File: src/sv/sipq_pkg.sv
package sipq_pkg;

  localparam int CAPACITY = 16;
  localparam int DATA_W   = 32;
  localparam int IDX_W    = 4;
  localparam int COUNT_W  = 5;
  localparam int CNT_W    = $clog2(CAPACITY + 1);
  localparam int RD_N     = (CAPACITY < (1 << IDX_W)) ? CAPACITY : (1 << IDX_W);
  localparam int CMPW     = (CNT_W > IDX_W) ? CNT_W : IDX_W;

  typedef logic signed [DATA_W-1:0] data_t;
  typedef logic [CNT_W-1:0]         cnt_t;

  localparam logic  KindAdd  = 1'b0;
  localparam logic  KindRead = 1'b1;
  localparam data_t NegOne   = -32'sd1;

  // Control that the top level hands to each cell of the chain.
  typedef struct packed {
    logic cmp_en;      // a request is accepted: capture the compare flag
    logic upd_en;      // an add is committed this cycle and the queue is not full
    logic valid;       // the cell holds a stored entry
    logic at_end;      // the cell is the first free place
    logic last;        // the cell holds the back entry
    logic tail_ovr;    // the back test placed the value at the end
    logic descending;
  } cell_ctl_t;

  // True when a belongs at or before b under the current order.
  function automatic logic goes_before(data_t a, data_t b, logic desc);
    goes_before = desc ? (a >= b) : (a <= b);
  endfunction

endpackage

File: src/sv/sipq_cell.sv
module sipq_cell (
  input  logic                clk_i,
  input  sipq_pkg::cell_ctl_t ctl_i,
  input  sipq_pkg::data_t     cmp_value_i,
  input  sipq_pkg::data_t     ins_value_i,
  input  sipq_pkg::data_t     prev_entry_i,
  input  logic                found_i,
  output logic                found_o,
  output logic                hit_o,
  output logic                tail_o,
  output sipq_pkg::data_t     entry_o
);
  import sipq_pkg::*;

  data_t entry_q, entry_d;
  logic  hit_q;
  logic  here;

  assign hit_o  = ctl_i.valid && goes_before(cmp_value_i, entry_q, ctl_i.descending);
  assign tail_o = ctl_i.last && goes_before(entry_q, cmp_value_i, ctl_i.descending);

  // The insertion place is the first cell that claims it; every cell behind it
  // up to the first free place takes its left neighbour's entry.
  assign here    = !found_i && ((hit_q && !ctl_i.tail_ovr) || ctl_i.at_end);
  assign found_o = found_i || here;

  always_comb begin
    entry_d = entry_q;
    if (ctl_i.upd_en) begin
      if (here) begin
        entry_d = ins_value_i;
      end else if (found_i && (ctl_i.valid || ctl_i.at_end)) begin
        entry_d = prev_entry_i;
      end
    end
  end

  always_ff @(posedge clk_i) begin
    entry_q <= entry_d;
    if (ctl_i.cmp_en) begin
      hit_q <= hit_o;
    end
  end

  assign entry_o = entry_q;

endmodule

File: src/sv/sorted_insert_priority_queue.sv
// Channel  | Direction | Handshake               | Payload
// ---------+-----------+-------------------------+-----------------------------------
// in       | input     | in_valid_i / in_stall_o | kind_i, value_i, index_i
// out      | output    | out_valid_o/ out_stall_i| read_value_o, read_ok_o, count_o,
//          |           |                         | dropped_o
// cfg      | input     | cfg_valid_i/ cfg_ready_o| cfg_descending_i
//
// Each request passes through the states StIdle and StUpd: on acceptance in StIdle every
// cell compares the new value with its entry, and in StUpd the insertion place ripples
// along the chain, the chain shifts and the result is registered. A new request is not
// accepted until the one before it has committed its result.
// Reset clears the count, the order register and the output valid; entries are left
// as they are and are never read before they are written. A stalled output holds its
// result, and a request accepted behind it waits in its update cycle until it is free.
module sorted_insert_priority_queue (
  input  logic                  clk_i,
  input  logic                  rst_ni,
  input  logic                  in_valid_i,
  output logic                  in_stall_o,
  input  logic                  kind_i,
  input  sipq_pkg::data_t       value_i,
  input  logic [3:0]            index_i,
  output logic                  out_valid_o,
  input  logic                  out_stall_i,
  output sipq_pkg::data_t       read_value_o,
  output logic                  read_ok_o,
  output logic [4:0]            count_o,
  output logic                  dropped_o,
  input  logic                  cfg_valid_i,
  output logic                  cfg_ready_o,
  input  logic                  cfg_descending_i
);
  import sipq_pkg::*;

  typedef enum logic {StIdle, StUpd} state_e;

  state_e state_q;
  logic   out_valid_q;
  data_t  rv_q;
  logic   ok_q;
  cnt_t   count_q;
  logic [COUNT_W-1:0] cnt_res_q;
  logic   drop_q;
  logic   descending_q;

  // Request held for the update cycle.
  logic             kind_q;
  data_t            val_q;
  logic [IDX_W-1:0] index_q;
  logic             tail_ovr_q;

  logic in_acc, out_free, commit, full, upd_en;

  cell_ctl_t           cell_ctl [CAPACITY];
  data_t               entries  [CAPACITY];
  logic [CAPACITY-1:0] found_w;
  logic [CAPACITY-1:0] tail_w;
  logic                hit0;

  data_t rd_value;
  logic  rd_ok;

  assign in_stall_o  = (state_q != StIdle);
  assign in_acc      = in_valid_i && !in_stall_o;
  assign out_free    = !out_valid_q || !out_stall_i;
  assign commit      = (state_q == StUpd) && out_free;
  assign full        = (count_q == CNT_W'(CAPACITY));
  assign upd_en      = commit && (kind_q == KindAdd) && !full;
  assign cfg_ready_o = 1'b1;

  // The front cell claims nothing ahead of it.
  assign found_w[0] = 1'b0;

  for (genvar gi = 0; gi < CAPACITY; gi++) begin : g_cell
    assign cell_ctl[gi] = '{
      cmp_en:     in_acc,
      upd_en:     upd_en,
      valid:      (CNT_W'(gi) < count_q),
      at_end:     (count_q == CNT_W'(gi)),
      last:       (count_q == CNT_W'(gi + 1)),
      tail_ovr:   tail_ovr_q,
      descending: descending_q
    };

    if (gi == 0) begin : g_front
      sipq_cell u_cell (
        .clk_i        (clk_i),
        .ctl_i        (cell_ctl[gi]),
        .cmp_value_i  (value_i),
        .ins_value_i  (val_q),
        .prev_entry_i (val_q),
        .found_i      (found_w[gi]),
        .found_o      (found_w[gi+1]),
        .hit_o        (hit0),
        .tail_o       (tail_w[gi]),
        .entry_o      (entries[gi])
      );
    end else if (gi < CAPACITY - 1) begin : g_mid
      sipq_cell u_cell (
        .clk_i        (clk_i),
        .ctl_i        (cell_ctl[gi]),
        .cmp_value_i  (value_i),
        .ins_value_i  (val_q),
        .prev_entry_i (entries[gi-1]),
        .found_i      (found_w[gi]),
        .found_o      (found_w[gi+1]),
        .hit_o        (),
        .tail_o       (tail_w[gi]),
        .entry_o      (entries[gi])
      );
    end else begin : g_back
      sipq_cell u_cell (
        .clk_i        (clk_i),
        .ctl_i        (cell_ctl[gi]),
        .cmp_value_i  (value_i),
        .ins_value_i  (val_q),
        .prev_entry_i (entries[gi-1]),
        .found_i      (found_w[gi]),
        .found_o      (),
        .hit_o        (),
        .tail_o       (tail_w[gi]),
        .entry_o      (entries[gi])
      );
    end
  end

  // Read path: the index reaches at most the first sixteen cells.
  always_comb begin
    rd_value = NegOne;
    for (int k = 0; k < RD_N; k++) begin
      if (index_q == IDX_W'(k)) begin
        rd_value = entries[k];
      end
    end
    rd_ok = (CMPW'(index_q) < CMPW'(count_q));
  end

  // Request registers. When the front test fails but the back test passes,
  // the value goes to the end whatever the cells in between say.
  always_ff @(posedge clk_i) begin
    if (in_acc) begin
      kind_q     <= kind_i;
      val_q      <= value_i;
      index_q    <= index_i;
      tail_ovr_q <= (|tail_w) && !hit0;
    end
  end

  always_ff @(posedge clk_i or negedge rst_ni) begin
    if (!rst_ni) begin
      state_q      <= StIdle;
      out_valid_q  <= 1'b0;
      rv_q         <= NegOne;
      ok_q         <= 1'b0;
      cnt_res_q    <= '0;
      drop_q       <= 1'b0;
      count_q      <= '0;
      descending_q <= 1'b0;
    end else begin
      if (cfg_valid_i && cfg_ready_o) begin
        descending_q <= cfg_descending_i;
      end
      // A new result replaces one that is being taken in the same cycle.
      if (commit) begin
        out_valid_q <= 1'b1;
      end else if (out_valid_q && !out_stall_i) begin
        out_valid_q <= 1'b0;
      end
      case (state_q)
        StIdle: begin
          if (in_acc) begin
            state_q <= StUpd;
          end
        end
        StUpd: begin
          if (commit) begin
            state_q     <= StIdle;
            if (kind_q == KindRead) begin
              rv_q      <= rd_ok ? rd_value : NegOne;
              ok_q      <= rd_ok;
              cnt_res_q <= COUNT_W'(count_q);
              drop_q    <= 1'b0;
            end else if (full) begin
              rv_q      <= NegOne;
              ok_q      <= 1'b0;
              cnt_res_q <= COUNT_W'(count_q);
              drop_q    <= 1'b1;
            end else begin
              rv_q      <= NegOne;
              ok_q      <= 1'b0;
              cnt_res_q <= COUNT_W'(count_q + CNT_W'(1));
              drop_q    <= 1'b0;
              count_q   <= count_q + CNT_W'(1);
            end
          end
        end
        default: begin
          state_q <= StIdle;
        end
      endcase
    end
  end

  assign out_valid_o  = out_valid_q;
  assign read_value_o = rv_q;
  assign read_ok_o    = ok_q;
  assign count_o      = cnt_res_q;
  assign dropped_o    = drop_q;

endmodule

File: config.mk
export PLATFORM = sky130hd
export DESIGN_NAME = sorted_insert_priority_queue
export DESIGN_NICKNAME = d
export VERILOG_FILES = /design/src/sv/sipq_pkg.sv /design/src/sv/sipq_cell.sv /design/src/sv/sorted_insert_priority_queue.sv
export SDC_FILE = /design/constraint.sdc
export NUM_CORES = 2
export LEC_CHECK = 0
export BUFFER_PORTS_ARGS = -buffer_cell sky130_fd_sc_hd__buf_2
export CAP_MARGIN = 20
export CORE_MARGIN = 1.5
export CORE_UTILIZATION = 45
export DETAILED_ROUTE_END_ITERATION = 8
export HOLD_SLACK_MARGIN = 0.15
export PLACE_DENSITY = 0.62
export SETUP_SLACK_MARGIN = 0.02
export SYNTH_ARGS = -nofsm -noshare
export SYNTH_HDL_FRONTEND = slang
export SYNTH_SLANG_ARGS = --single-unit
File: constraint.sdc
create_clock -name clk_i -period 4.7 [get_ports clk_i]
set_clock_uncertainty 0.05 [all_clocks]
set_input_delay 0.235 -clock clk_i [delete_from_list [all_inputs] [get_ports clk_i]]
set_output_delay 0.235 -clock clk_i [all_outputs]
set_load 0.01 [all_outputs]
# Yosys cells after proc, flatten, opt, wreduce, memory -nomap -nowiden
# Index checks and enable logic that the tools add are counted.
# W data, S select, Z words.
# word_totals
ff_bits,608
inputBits,43
output_inout_bits,42
# classes
addsub,1
magnitude_cmp,81
n_eq_ne,31
mux,90
n_bitwise,3
n_reduce_logical,188
# op_table
cell,n
$mux W32,48
$ge A32 B32 Y1,32
$le A32 B32 Y1,32
$logic_and A1 B1 Y1,84
$logic_or A1 B1 Y1,46
$eq A5 B4 Y1 const B,8
$lt A4 B5 Y1 const A,8
$mux W1,39
$reduce_and A2 Y1,17
$eq A4 B4 Y1 const B,8
$reduce_bool A2 Y1,16
$logic_not A1 Y1,21
$eq A5 B3 Y1 const B,4
$lt A3 B5 Y1 const A,4
$eq A4 B3 Y1 const B,4
$reduce_or A16 Y1,1
$eq A5 B2 Y1 const B,2
$lt A1 B5 Y1 const A,2
$lt A2 B5 Y1 const A,2
$mux W5,2
$eq A4 B2 Y1 const B,2
$add A5 B1 Y5 const B,1
$eq A5 B1 Y1 const B,1
$eq A5 B5 Y1 const B,1
other kinds (7),9

# Depth between registers and ports, before layout
# logic_depth
word_depth,49
depth_mapped,13
mapped_depth_nobuf,11

# Modules after synthesis
# Synthesis repeated with hierarchy kept, for this count alone.
# hier_totals
cells_unflattened,4211
area_unflattened_um2,44381.3
# by_module_without_submodules
mod,n_inst,cells_each,area_per_inst_um2,seq_area_each_um2
sipq_cell,16,198,2260.9,991.0
sorted_insert_priority_queue,1,1043,8206.6,2232.1

# Least setup slack after synthesis
# Ideal clock, no wire load.
# synth_path
path_type,reg-to-reg
from,"register, netlist name count_o[1]"
to,"register g_cell[14].g_mid.u_cell.entry_q[0], enable pin"
setup_time_ns,0.470
arrival_time_ns,4.286
required_ns,4.180
path_slack_ns,-0.106
path_stages_with_launch,10
n_path_buf,0
synth_period_minus_slack_ns,4.806
path_cell_list,dfrtp_1 > inv_1 > ha_1 > nand2b_1 > o2bb2ai_2 > nor4_4 > nand2_4 > nor2_4 > nand3_4 > a211oi_1
# synth_rtl
item,line_no,text
end signal: assignment,sipq_cell.sv:39,entry_q <= entry_d;
end: declaration,sipq_cell.sv:15,"data_t entry_q, entry_d;"

# Final worst setup path
# layout_path
from,input value_i[31]
to,"register tail_ovr_q, data pin"
# layout_between
elab_chain_cells,5
word_cells_on_any_way,71
classes_between,order compare: 34; mux: 17; reduce/logical: 20
# layout_rtl
item,line_no,text
start: declaration,sorted_insert_priority_queue.sv:21,"input sipq_pkg::data_t value_i,"
$le A32 B32 Y1 / $ge A32 B32 Y1 (equally long branches),sipq_pkg.sv:31,goes_before = desc ? (a >= b) : (a <= b);
$mux W1,sipq_pkg.sv:31,
$logic_and A1 B1 Y1 (on tied branches),"sipq_cell.sv:20, sipq_cell.sv:19",
$reduce_or A16 Y1 / $logic_not A1 Y1 (equally long branches),sorted_insert_priority_queue.sv:145,tail_ovr_q <= (|tail_w) && !hit0;
$logic_and A1 B1 Y1 (*),sorted_insert_priority_queue.sv:145,
end signal: assignment,sorted_insert_priority_queue.sv:145,
end: declaration,sorted_insert_priority_queue.sv:50,logic tail_ovr_q;
# Every way passes the cells marked *; elsewhere a longest branch is shown, timed or not.
# A chain may end at the register's enable or synchronous reset.

==> impl_metrics.xml <==
<?xml version="1.0" encoding="UTF-8"?>
<metrics>
  <group name="critical_path">
    <metric name="crit_path_max_incr_delay" unit="ns">0.59</metric>
    <metric name="rr_worst_depth" unit="">12</metric>
    <metric name="cp_data_arrival_time" unit="ns">4.56</metric>
    <metric name="required_time_at_the_worst_slack_endpoint" unit="ns">4.98</metric>
    <metric name="worst_setup_path_start_kind" unit="">input pin</metric>
    <metric name="cp_slowest_cell" unit="">sky130_fd_sc_hd__dlygate4sd3_1</metric>
    <metric name="top_fanout_value_on_the_critical_path" unit="">8</metric>
    <metric name="critical_path_class" unit="">input pin to flip-flop</metric>
    <metric name="endpoint_kind" unit="">flip-flop</metric>
    <metric name="timing.critical_path.mode_cell" unit="">sky130_fd_sc_hd__buf_2</metric>
    <metric name="timing.reg2reg.setup_slack" unit="ns">0.57</metric>
    <metric name="critical_path.cell_chain" unit="">dlygate4sd3_1 -&gt; buf_2 -&gt; buf_4 -&gt; inv_1 -&gt; ha_1 -&gt; nand4_1 -&gt; nor4_2 -&gt; o311ai_0 -&gt; buf_2 -&gt; and3_1 -&gt; mux2i_1 -&gt; o22ai_1 -&gt; a211oi_1 -&gt; a41oi_1</metric>
    <metric name="worstReg2RegStart" unit="">count_o[1]</metric>
    <metric name="r2r_end" unit="">g_cell[15].g_back.u_cell.entry_o[5]</metric>
  </group>
  <group name="power">
    <metric name="power.ir.vdd_worst" unit="mV">0.1889</metric>
    <metric name="p_sw_share" unit="%">34.96</metric>
    <metric name="p_leak" unit="nW">18.96</metric>
    <metric name="power_frac_clock" unit="%">30.0</metric>
    <metric name="seq_power_share" unit="%">41.0</metric>
    <metric name="switching_power" unit="W">0.006549</metric>
    <metric name="cellInternalPower" unit="W">0.01218</metric>
    <metric name="power_per_cell_area" unit="nW/um2">400.4</metric>
    <metric name="power.share.combinational" unit="%">28.9</metric>
  </group>
  <group name="die">
    <metric name="number_of_standard_cell_rows_in_the_floorplan" unit="">111</metric>
    <metric name="design.core.area" unit="um2">91660</metric>
    <metric name="start_util" unit="%">45.44</metric>
    <metric name="die_area" unit="um2">94400</metric>
    <metric name="die_height" unit="um">307.3</metric>
    <metric name="boundaryPins" unit="">85</metric>
    <metric name="die_w" unit="um">307.3</metric>
  </group>
  <group name="synthesis">
    <metric name="postSynthRegisterBits" unit="">608</metric>
    <metric name="synth_async_sr_flop_share" unit="%">6.908</metric>
    <metric name="syn-instance-count" unit="">4155</metric>
    <metric name="yosysSeqAreaShare" unit="%">43.42</metric>
    <metric name="synth_edf_count" unit="">566</metric>
    <metric name="synthesis.nets" unit="">4716</metric>
    <metric name="synth_warnings" unit="">0</metric>
    <metric name="synthFlopType" unit="">sky130_fd_sc_hd__edfxtp_1</metric>
    <metric name="synth_cell_types" unit="">95</metric>
    <metric name="post_synth.cell_area_avg" unit="um2">10.03</metric>
    <metric name="synthesis.area" unit="um2">41660</metric>
  </group>
  <group name="routing">
    <metric name="routed_via_density" unit="">6.217</metric>
    <metric name="vias" unit="">34528</metric>
    <metric name="detailedRoute.firstIterationViolations" unit="">4181</metric>
    <metric name="postRouteWirelength" unit="um">151400</metric>
    <metric name="wl_per_cell" unit="um">27.26</metric>
    <metric name="drt.antenna.violating_nets" unit="">0</metric>
    <metric name="drt_pass1_iterations" unit="">8</metric>
    <metric name="total_drc_errors_in_the_routed_layout" unit="">0</metric>
  </group>
  <group name="worst_hold_path">
    <metric name="timing.hold.worst.class" unit="">input pin to asynchronous set/reset pin</metric>
  </group>
  <group name="timing">
    <metric name="period_needed" unit="ns">4.284</metric>
    <metric name="fmax" unit="GHz">0.2334</metric>
    <metric name="final.setup.tns" unit="ns">0</metric>
    <metric name="setup_repair_after_global_routing_missed_its_margin" unit="">false</metric>
    <metric name="timing_max_transition_violations_final" unit="">0</metric>
    <metric name="worst-slew-pin-transition" unit="ns">1.038</metric>
    <metric name="slew_headroom" unit="%">30.17</metric>
    <metric name="finalHoldViolations" unit="">0</metric>
    <metric name="finalHoldWorstSlack" unit="ns">0.1710</metric>
    <metric name="period_utilization" unit="%">91.16</metric>
    <metric name="finalSetupViolations" unit="">0</metric>
  </group>
  <group name="layout">
    <metric name="num-nets-final" unit="">4872</metric>
    <metric name="layout-area-overhead-vs-synth" unit="%">12.30</metric>
    <metric name="stdcell_count" unit="">5554</metric>
    <metric name="fill_cells" unit="">8346</metric>
    <metric name="final_layout_size_suffix_gt1_share" unit="%">13.80</metric>
    <metric name="layout_commonest_cell" unit="">sky130_fd_sc_hd__edfxtp_1</metric>
    <metric name="antenna_cells" unit="">0</metric>
    <metric name="final_cell_mix" unit="">sky130_fd_sc_hd__edfxtp_1, sky130_fd_sc_hd__ha_1, sky130_fd_sc_hd__inv_1</metric>
    <metric name="postLayoutCoreUtil" unit="%">51.03</metric>
  </group>
  <group name="run_status">
    <metric name="status" unit="">completed</metric>
  </group>
  <group name="flow_run">
    <metric name="maxcap_viol_count" unit="">0</metric>
  </group>
  <group name="grt">
    <metric name="grt_antenna_before_repair" unit="">1</metric>
    <metric name="grt_overflow" unit="">0</metric>
    <metric name="number_of_global_route_vias_before_repair" unit="">33171</metric>
    <metric name="grt_start_max_net_pins" unit="">43</metric>
    <metric name="grt_util_all_layers" unit="%">31.88</metric>
    <metric name="grt_pass1_wl" unit="um">221200</metric>
  </group>
  <group name="place">
    <metric name="numPortBuffers" unit="">83</metric>
    <metric name="gpl.final_weighted_congestion" unit="">1.005</metric>
    <metric name="dp_hpwl" unit="um">120300</metric>
    <metric name="place_inst" unit="">5386</metric>
  </group>
  <group name="clock_tree">
    <metric name="cts_made_buffers" unit="">74</metric>
    <metric name="clk_path_buf_depth" unit="">3</metric>
    <metric name="cts_sink_cnt" unit="">608</metric>
    <metric name="tritoncts" unit="">yes</metric>
    <metric name="cts_setup_buffers" unit="">0</metric>
    <metric name="cts_root_buffer" unit="">sky130_fd_sc_hd__clkbuf_16</metric>
    <metric name="clkSlewWorstSetupHoldPaths" unit="ns">0.06</metric>
    <metric name="worstSkewPairLatency" unit="ns">0.63</metric>
    <metric name="clock_tree.htree_level_count" unit="">3</metric>
  </group>
</metrics>
[layout make-up]
cell class                      count  area (um2)  area share (%)
Tap cell                         1186        1484           3.172
Inverter                          490        1839           3.932
Clock buffer                       97        2042           4.365
Timing Repair Buffer              265        1937           4.140
Multi-Input combinational cell   2872       21140           45.19
Clock inverter                     36       247.7          0.5296
Sequential cell                   608       18090           38.67
[worst max-delay path by stage]
stage | from | endpoint | slack [ns] | cells past startpoint
finish | value_i[31] | tail_ovr_q | 0.42 | 14
global route | count_o[1] | g_cell[15].g_back.u_cell.entry_o[5] | 0.36 | 12
global placement | value_i[28] | tail_ovr_q | -0.28 | 12
floorplan | count_o[1] | g_cell[1].g_mid.u_cell.entry_o[0] | 0.02 | 7
detailed placement | value_i[28] | tail_ovr_q | 0.02 | 13
CTS | value_i[31] | tail_ovr_q | 0.16 | 14
[cell families (layout without fill, tap and decap cells)]
logic type | after synthesis | after routing | share of synthesized area [%]
adders and majority gates | 518 | 518 | 15.56
other | 1 | 1 | 0.009002
DFF | 608 | 608 | 43.42
buffers and inverters | 675 | 888 | 6.392
muxes | 196 | 196 | 5.959
and+or+nand+nor | 1004 | 1004 | 11.34
xor gates and xnor gates | 30 | 30 | 0.6308
AOI/OAI and AO/OA | 1123 | 1123 | 16.69
[critical path: cells and delay by family]
kind	cells	cell delay, ns
compound gates	4	1.11
fa+ha+maj	1	0.40
buf+inv	5	1.55
mux	1	0.25
simple gates	3	1.03
[Yosys cell counts, types with 55 or more instances]
cell type / count / area (um2)
sky130_fd_sc_hd__a21o_1: 55 / 412.9
sky130_fd_sc_hd__a21oi_1: 209 / 1046
sky130_fd_sc_hd__clkbuf_1: 118 / 442.9
sky130_fd_sc_hd__edfxtp_1: 566 / 17000
sky130_fd_sc_hd__ha_1: 518 / 6481
sky130_fd_sc_hd__inv_1: 488 / 1832
sky130_fd_sc_hd__mux2_2: 139 / 1565
sky130_fd_sc_hd__nand2_1: 472 / 1772
sky130_fd_sc_hd__nand3_1: 69 / 345.3
sky130_fd_sc_hd__nand4_1: 109 / 681.9
sky130_fd_sc_hd__nor2_1: 139 / 521.8
sky130_fd_sc_hd__o21ai_0: 394 / 1972
sky130_fd_sc_hd__o22ai_1: 139 / 869.6
[registers in the layout, indices dropped and copies added, names as in the netlist, 4 cells and up]
name,cells
count_o,5
g_cell.g_back.u_cell.entry_o,32
g_cell.g_front.u_cell.entry_o,32
g_cell.g_mid.u_cell.entry_o,448
g_cell.g_mid.u_cell.hit_q,14
index_q,4
read_value_o,32
val_q,32
[power groups by stage]
stage	registers (W)	clock network (W)	logic [W]
3_3_place_gp	0.00776	0	0.00523
6_report	0.00769	0.00563	0.00542
3_5_place_dp	0.00777	0	0.00531
4_1_cts	0.00766	0.00568	0.00536
5_1_grt	0.00775	0.00588	0.00592
2_1_floorplan	0.00751	0	0.00337
[metrics by stage]
stage          cell area, um2  worst slack [ns]  power (W)
6_report                46780            0.4157    0.01873
3_3_place_gp            44110           -0.2828    0.01298
5_1_grt                 46780            0.3589    0.01955
4_1_cts                 46730            0.1639    0.01870
2_1_floorplan           41670           0.01869    0.01089
3_5_place_dp            44110           0.01502    0.01308
[routing by layer]
metal | global-route usage (%) | vias to the layer above | part of all wire, %
li1 | - | 15756 | -
met3 | 3.572 | 268 | 8.5
met1 | 44.33 | 16862 | 42
met5 | 0 | - | 0.013
met2 | 50.70 | 1640 | 45
met4 | 12.91 | 2 | 4.3
[what timing repair did]
action,in CTS,in global routing
endpoints found under the hold margin,44,0
setup endpoints to repair,0,1
gates resized for setup,0,1
hold buffers,33,0
Note: power is estimated with default switching activity, not from simulation.
